[src/sv/slt_pkg.sv]
package slt_pkg;

  localparam int CAPACITY = 64;
  localparam int DATA_W   = 32;
  localparam int IDX_W    = $clog2(CAPACITY);
  localparam int CNT_W    = $clog2(CAPACITY + 1);
  localparam int OP_W     = 2;
  localparam int STAT_W   = 2;
  localparam int FIELD_W  = 11;

  localparam logic [OP_W-1:0] OP_INSERT = 2'd0;
  localparam logic [OP_W-1:0] OP_DELETE = 2'd1;
  localparam logic [OP_W-1:0] OP_FIND   = 2'd2;

  localparam logic [STAT_W-1:0] STAT_OK        = 2'd0;
  localparam logic [STAT_W-1:0] STAT_NOT_FOUND = 2'd1;
  localparam logic [STAT_W-1:0] STAT_FULL      = 2'd2;

  typedef struct packed {
    logic cmp;
    logic ins;
    logic del;
  } slt_cmd_t;

endpackage

[src/sv/slt_cell.sv]
module slt_cell
  import slt_pkg::*;
(
  input  logic                     clk,
  input  logic                     rst_n,
  input  slt_cmd_t                 cmd,
  input  logic signed [DATA_W-1:0] key,
  input  logic signed [DATA_W-1:0] left_val,
  input  logic                     left_valid,
  input  logic                     left_ge,
  input  logic signed [DATA_W-1:0] right_val,
  input  logic                     right_valid,
  output logic signed [DATA_W-1:0] val_r,
  output logic                     valid_r,
  output logic                     ge_r,
  output logic                     eq_r
);

  logic signed [DATA_W-1:0] val_nxt;
  logic                     valid_nxt;
  logic                     ge_nxt;
  logic                     eq_nxt;

  always_comb begin
    ge_nxt    = ge_r;
    eq_nxt    = eq_r;
    val_nxt   = val_r;
    valid_nxt = valid_r;
    if (cmd.cmp) begin
      ge_nxt = !valid_r || (val_r >= key);
      eq_nxt = valid_r && (val_r == key);
    end
    // insert: cells at or past the slot move one place right
    if (cmd.ins && ge_r) begin
      val_nxt   = left_ge ? left_val : key;
      valid_nxt = valid_r | left_valid;
    end
    // delete: cells at or past the first match pull from the right
    if (cmd.del && ge_r) begin
      val_nxt   = right_val;
      valid_nxt = right_valid;
    end
  end

  always_ff @(posedge clk) begin
    if (!rst_n) begin
      valid_r <= 1'b0;
      ge_r    <= 1'b0;
      eq_r    <= 1'b0;
    end else begin
      valid_r <= valid_nxt;
      ge_r    <= ge_nxt;
      eq_r    <= eq_nxt;
    end
  end

  always_ff @(posedge clk) begin
    val_r <= val_nxt;
  end

endmodule

[config.mk]
export PLATFORM = sky130hd
export DESIGN_NAME = slt_cell
export DESIGN_NICKNAME = d
export VERILOG_FILES = /design/src/sv/slt_pkg.sv /design/src/sv/slt_cell.sv
export SDC_FILE = /design/constraint.sdc
export NUM_CORES = 1
export LEC_CHECK = 0
export ABC_AREA = 1
export BUFFER_PORTS_ARGS = -buffer_cell sky130_fd_sc_hd__clkbuf_2
export CORE_UTILIZATION = 46
export CTS_CLUSTER_SIZE = 40
export DETAILED_ROUTE_END_ITERATION = 6
export PLACE_DENSITY = 0.9
export SYNTH_ARGS = -nofsm -noshare
export SYNTH_HDL_FRONTEND = slang
export SYNTH_SLANG_ARGS = --single-unit
export TNS_END_PERCENT = 10
[constraint.sdc]
create_clock -name clk -period 3 [get_ports clk]
set_clock_uncertainty 0.1 [all_clocks]
set_input_delay 0.6 -clock clk [delete_from_list [all_inputs] [get_ports clk]]
set_output_delay 0.6 -clock clk [all_outputs]
set_load 0.01 [all_outputs]
==> results of run 1 <==
[placed cells by master, fill, tap and decap left out]
| cell | instances |
|---|---|
| edfxtp_1 | 32 |
| clkbuf_2 | 138 |
| a21oi_1 | 14 |
| o211ai_1 | 31 |
| o21ai_1 | 2 |
| nand2_2 | 4 |
| clkinv_1 | 1 |
| nor3b_2 | 1 |
| nor2_2 | 1 |
| a21o_1 | 1 |
| o21a_1 | 32 |
| o21ai_0 | 4 |
| a21oi_2 | 1 |
| nor3_1 | 1 |
| o21a_2 | 1 |
| nor2_4 | 1 |
| nor2_1 | 9 |
| ha_1 | 32 |
| buf_12 | 2 |
| buf_4 | 1 |
| inv_1 | 40 |
| nand4_1 | 2 |
| a21boi_1 | 1 |
| clkbuf_8 | 7 |
| and3_1 | 1 |
| nand2_1 | 67 |
| inv_2 | 3 |
| clkbuf_1 | 1 |
| a311oi_1 | 1 |
| dfxtp_1 | 3 |
| nand3_1 | 5 |
[cells by family (layout without fill, tap and decap cells)]
group	count (synthesis)	after routing	synth area share (%)
AO/OA/AOI/OAI	88	88	23.23
flip-flops	35	35	38.60
AND/OR/NAND/NOR	92	92	14.62
buffers and inverters	58	193	8.420
adder cells (fa/ha/maj)	32	32	15.14
[how the worst max path moves through the flow]
stage | slack [ns] | end | cells after the start
floorplan | 0.69 | val_r[0] | 4
global placement | 0.95 | ge_r | 12
detailed placement | 0.91 | ge_r | 12
CTS | 1.17 | val_r[12] | 3
global route | 0.99 | val_r[22] | 3
finish | 1.18 | val_r[17] | 3
[critical path, stage by stage (launching register included)]
cell	delay, ns
dfxtp_1	0.42
nand2_2	0.38
nand2_1	0.16
buf_4	0.40
[sequential cells by signal, summed over array words and instances (netlist names)]
signal and cells:
valid_r 1, val_r 32, ge_r 1, eq_r 1
[cells in the mapped netlist]
cell,count
a21boi_1,1
a21o_1,1
a21oi_1,14
a21oi_2,1
a311oi_1,1
and3_1,1
buf_1,9
buf_2,4
clkbuf_1,1
clkinv_1,1
dfxtp_1,3
edfxtp_1,32
ha_1,32
inv_1,40
inv_2,3
nand2_1,68
nand2_2,3
nand3_1,5
nand4_1,2
nor2_1,9
nor2_2,1
nor2_4,1
nor3_1,1
nor3b_2,1
o211ai_1,31
o21a_1,32
o21a_2,1
o21ai_0,4
o21ai_1,2
[metal layers]
| layer | part of all wire, % | global-route usage [%] | vias up |
|---|---|---|---|
| met5 | 0 | 0 | - |
| met4 | 1.7 | 8.679 | 0 |
| met3 | 4.4 | 3.059 | 11 |
| met2 | 52 | 41.86 | 98 |
| met1 | 42 | 25.22 | 1185 |
| li1 | - | - | 1326 |
[metrics by stage]
stage	instance area, um^2	setup WS (ns)	power (uW)
after floorplan	2645	0.6933	864.0
after CTS	3518	1.167	1403
after global placement	3418	0.9493	1010
after global routing	3518	0.9895	1473
after detailed placement	3418	0.9101	1028
final	3518	1.177	1391
[area by class of cell]
| type | instances | area [um^2] | share of cell area, % |
|---|---|---|---|
| repair buffers | 141 | 738.2 | 20.98 |
| clock buffers | 8 | 100.1 | 2.845 |
| inverters | 44 | 165.2 | 4.694 |
| multi-input cells | 212 | 1404 | 39.90 |
| flip-flops and latches | 35 | 1021 | 29.02 |
| well taps | 72 | 90.09 | 2.560 |
[report_power, final]
group	internal, uW	switching [uW]	leakage, uW
combinational	189	214	0.00143
clock	210	164	0.0000515
sequential	590	24.8	0.000328
==> metrics.txt, run 1 <==
main area contributors after synthesis edfxtp_1 36%, ha_1 15%, nand2_1 9.6%; Mapped Nets 441; final setup violation count 0; I/O pin total 139; FP Rows 27; first-pass GRT wire length 10.74 mm; PostCTS Resize Cnt 0; Hold/Removal Path Class flop to flop; crit-path max FO 32; Fin Hold WS 0.3695 ns; clk_lat worst skew 0.28 ns; Endpoint, Worst Hold eq_r; R2R Setup Slk 1.18 ns; data arrival time of the critical path 1.66 ns; die width 77.83 um; clk sinks 35; initial antenna violation count 0; Max VDD drop 0.2054 mV; Critical path origin ge_r; Iteration-0 DRC Markers 104; status finished, final reports clean; reg-to-reg startpoint ge_r; Yosys warnings 0; Pleak 0.001807 uW; setup_tns 0 ns; fin cells 512; worst slew pin tran 0.5950 ns; r2r worst-path depth 3; die height 77.83 um; layout net count 575; Unique masters post-synth 29; layout cells sized above 1 36.36%; Hold Path Cell Cnt 2; Power Dens Cells 395.2 mW/mm^2; post-route ant nets 0; overflow left after global routing 0; maximum achievable frequency 0.5485 GHz; vias in the first global route 2548; Post-CTS Hold Buffers 0; final worst path period share 60.78%; area grow syn2layout 33.02%; CP Class flop to flop; dpl cells 504; filler instances 469; wire length per cell 12.73 um; # diodes 0; origin of the worst min-delay path eq_r; CTS tree done; vias per cell 5.117; Final HPWL DP 5.142 mm; sequential area share after synthesis 38.60%; Data required, critical path 2.83 ns; Initial Util 47.74%; Tot GR Track Use 22.31%; post-CTS setup buffer count 0; Max Cap Viol 0; Synth area leader edfxtp_1; Floorplan Core Area 0.005540 mm^2; total wire length 6.516 mm; pin count of the biggest net entering global routing 65; utilization after layout 63.51%; Residual DRC 0; GP Congestion 0.7662; fin crit period 1.823 ns; Mapped Cells 305; CTS Buffer Depth 2; pins over their slew limit 0; post-synth top area share 36.33%; port bufs 138; Die ar. 0.006058 mm^2; H-tree levels 2; Final Hold Vio Count 0; CTS Buf Count 5; Via Count 2620; Worst R2R End val_r[17]; crit path launch type flop; Avg Cell Area, Syn 8.672 um^2; number of synthesized register bits 35; Root Buffer clkbuf_8; drt pass-1 iters 6; relative slew slack 60.19%; clk slew on worst S/H paths 0.07 ns; Crit. End Element flop; RSZ-0062 raised after global routing false; Post-Syn Area 0.002645 mm^2
Note: power is estimated with default switching activity, not from simulation.
==> inputs of run 2 (changes only) <==
==> constraint.sdc (replaced) <==
create_clock -name clk -period 1.86 [get_ports clk]
set_clock_uncertainty 0.1 [all_clocks]
set_input_delay 0.372 -clock clk [delete_from_list [all_inputs] [get_ports clk]]
set_output_delay 0.372 -clock clk [all_outputs]
set_load 0.01 [all_outputs]
==> metrics.txt, run 2 (synthesized netlist as in run 1, its figures left out) <==
RSZ-0062 raised after global routing true; crit path launch type flop; CP bufs+invs 0; overflow left after global routing 0; Via Count 2683; Hold/Removal Path Class input port to flop; CP top delay family simple AND/OR/NAND/NOR gates; H-tree levels 2; clk_lat worst skew 0.29 ns; Floorplan Core Area 0.005540 mm^2; status finished, final reports clean; Register Area 0.001021 mm^2; Worst path most repeated cell nor2_1; post-place setup slack -0.03188 ns; layout net count 582; Residual DRC 0; multi-input logic area 0.001513 mm^2; final setup violation count 0; R2R Setup Slk 0.002 ns; worst-path cell chain ha_4, nand2_2, nor2_4, nand2_2, nor3b_4, and3_4, nor2_1, nand2_1, nor2_1, nor2_1; fin area 0.003647 mm^2; CTS Buffer Depth 2; post-route ant nets 0; pin count of the biggest net entering global routing 65; DP Area 0.003416 mm^2; origin of the worst min-delay path rst_n; fin crit period 1.858 ns; setup ws final 0.002151 ns; area grow syn2layout 37.89%; Largest register FFs 32; Worst R2R End ge_r; final worst path period share 99.88%; Tot GR Track Use 22.24%; crit-path max FO 3; # diodes 0; Die ar. 0.006058 mm^2; wire length per cell 13.30 um; Final Hold Vio Count 0; most common cell after layout, fill and taps aside clkbuf_2; Hold Path Cell Cnt 3; Critical path origin val_r[31]; Pleak 0.001847 uW; Root Buffer clkbuf_8; slowest stage delay, CP 0.46 ns; initial antenna violation count 0; Power Dens Cells 611.8 mW/mm^2; worst slew pin tran 0.4264 ns; CP Class flop to flop; CTS Buf Count 5; r2r worst-path depth 10; pins over their slew limit 0; Data required, critical path 1.99 ns; die width 77.83 um; vias per cell 5.170; Endpoint, Worst Hold ge_r; data arrival time of the critical path 1.99 ns; filler instances 463; relative slew slack 71.57%; Iteration-0 DRC Markers 125; vias in the first global route 2568; CTS tree done; first-pass GRT wire length 10.72 mm; die height 77.83 um; total wire length 6.901 mm; largest register by flop count val_r; Slowest cell on crit path edfxtp_1; Crit. End Element flop; GP Congestion 0.7696; utilization after layout 65.83%; FP Rows 27; drt pass-1 iters 7; reg-to-reg startpoint val_r[31]; Max VDD drop 0.4687 mV; maximum achievable frequency 0.5383 GHz; clk sinks 35; Initial Util 47.74%; layout cells sized above 1 40.72%; Pwr Total 2231 uW; Max Cap Viol 0; I/O pin total 139; port bufs 138; Final HPWL DP 5.169 mm; most frequent cells in the layout 138 x clkbuf_2, 61 x nand2_1, 40 x inv_1, 32 x o21a_1, 32 x edfxtp_1; clk slew on worst S/H paths 0.07 ns
[run 2: changes by cell type in the layout (fill, tap and decap cells not counted), sizes merged]
cell    before  now
buf          3   10
clkinv       1    0
inv         43   44
[run 2: worst max path at each step]
stage | to | depth (start not counted)
3_5_place_dp | ge_r | 11
4_1_cts | ge_r | 9
2_1_floorplan | val_r[0] | 4
3_3_place_gp | ge_r | 12
5_1_grt | ge_r | 10
6_report | ge_r | 10
[run 2: per-layer routing]
metal  global-route usage (%)  wire, um
met1                    25.46      2765
met2                    40.53      3634
met5                        0         0
met4                    9.623       168
met3                    3.529       332
[run 2: layout make-up]
cell class                 count  area share, %
inverter                      44          4.528
multi-input combinational    212          41.48
sequential                    35          27.99
tap                           72          2.470
timing repair buffer         148          21.34
clock buffer                   8          2.196
[run 2: power breakdown]
| group | leakage [uW] | internal, uW | total [uW] | switching (uW) |
|---|---|---|---|---|
| combinational | 0.00148 | 335 | 705 | 370 |
| clock | 0.0000395 | 266 | 531 | 265 |
| sequential | 0.000328 | 952 | 996 | 44.3 |
| total | 0.00185 | 1550 | 2230 | 679 |
[run 2: worst register-to-register path, cell delays in order (launching register included)]
cell and delay [ns]:
edfxtp_1 0.46, ha_4 0.32, nand2_2 0.08, nor2_4 0.10
nand2_2 0.08, nor3b_4 0.24, and3_4 0.23, nor2_1 0.04
nand2_1 0.06, nor2_1 0.04, nor2_1 0.07
[run 2: metrics by stage]
stage                     setup TNS (ns)  hold WS (ns)  std cells
after global routing             -0.1316        0.2451        519
after global placement                 0        0.3525        505
after CTS                              0        0.2417        513
after detailed placement        -0.03188        0.3620        505
after floorplan                        0        0.3858        305
final                                  0        0.2399        519
[run 2: repair_timing]
item,in CTS,in global routing
hold buffers,0,0
resized for setup,0,18
endpoints found under the setup margin,0,1
buffers inserted,0,6
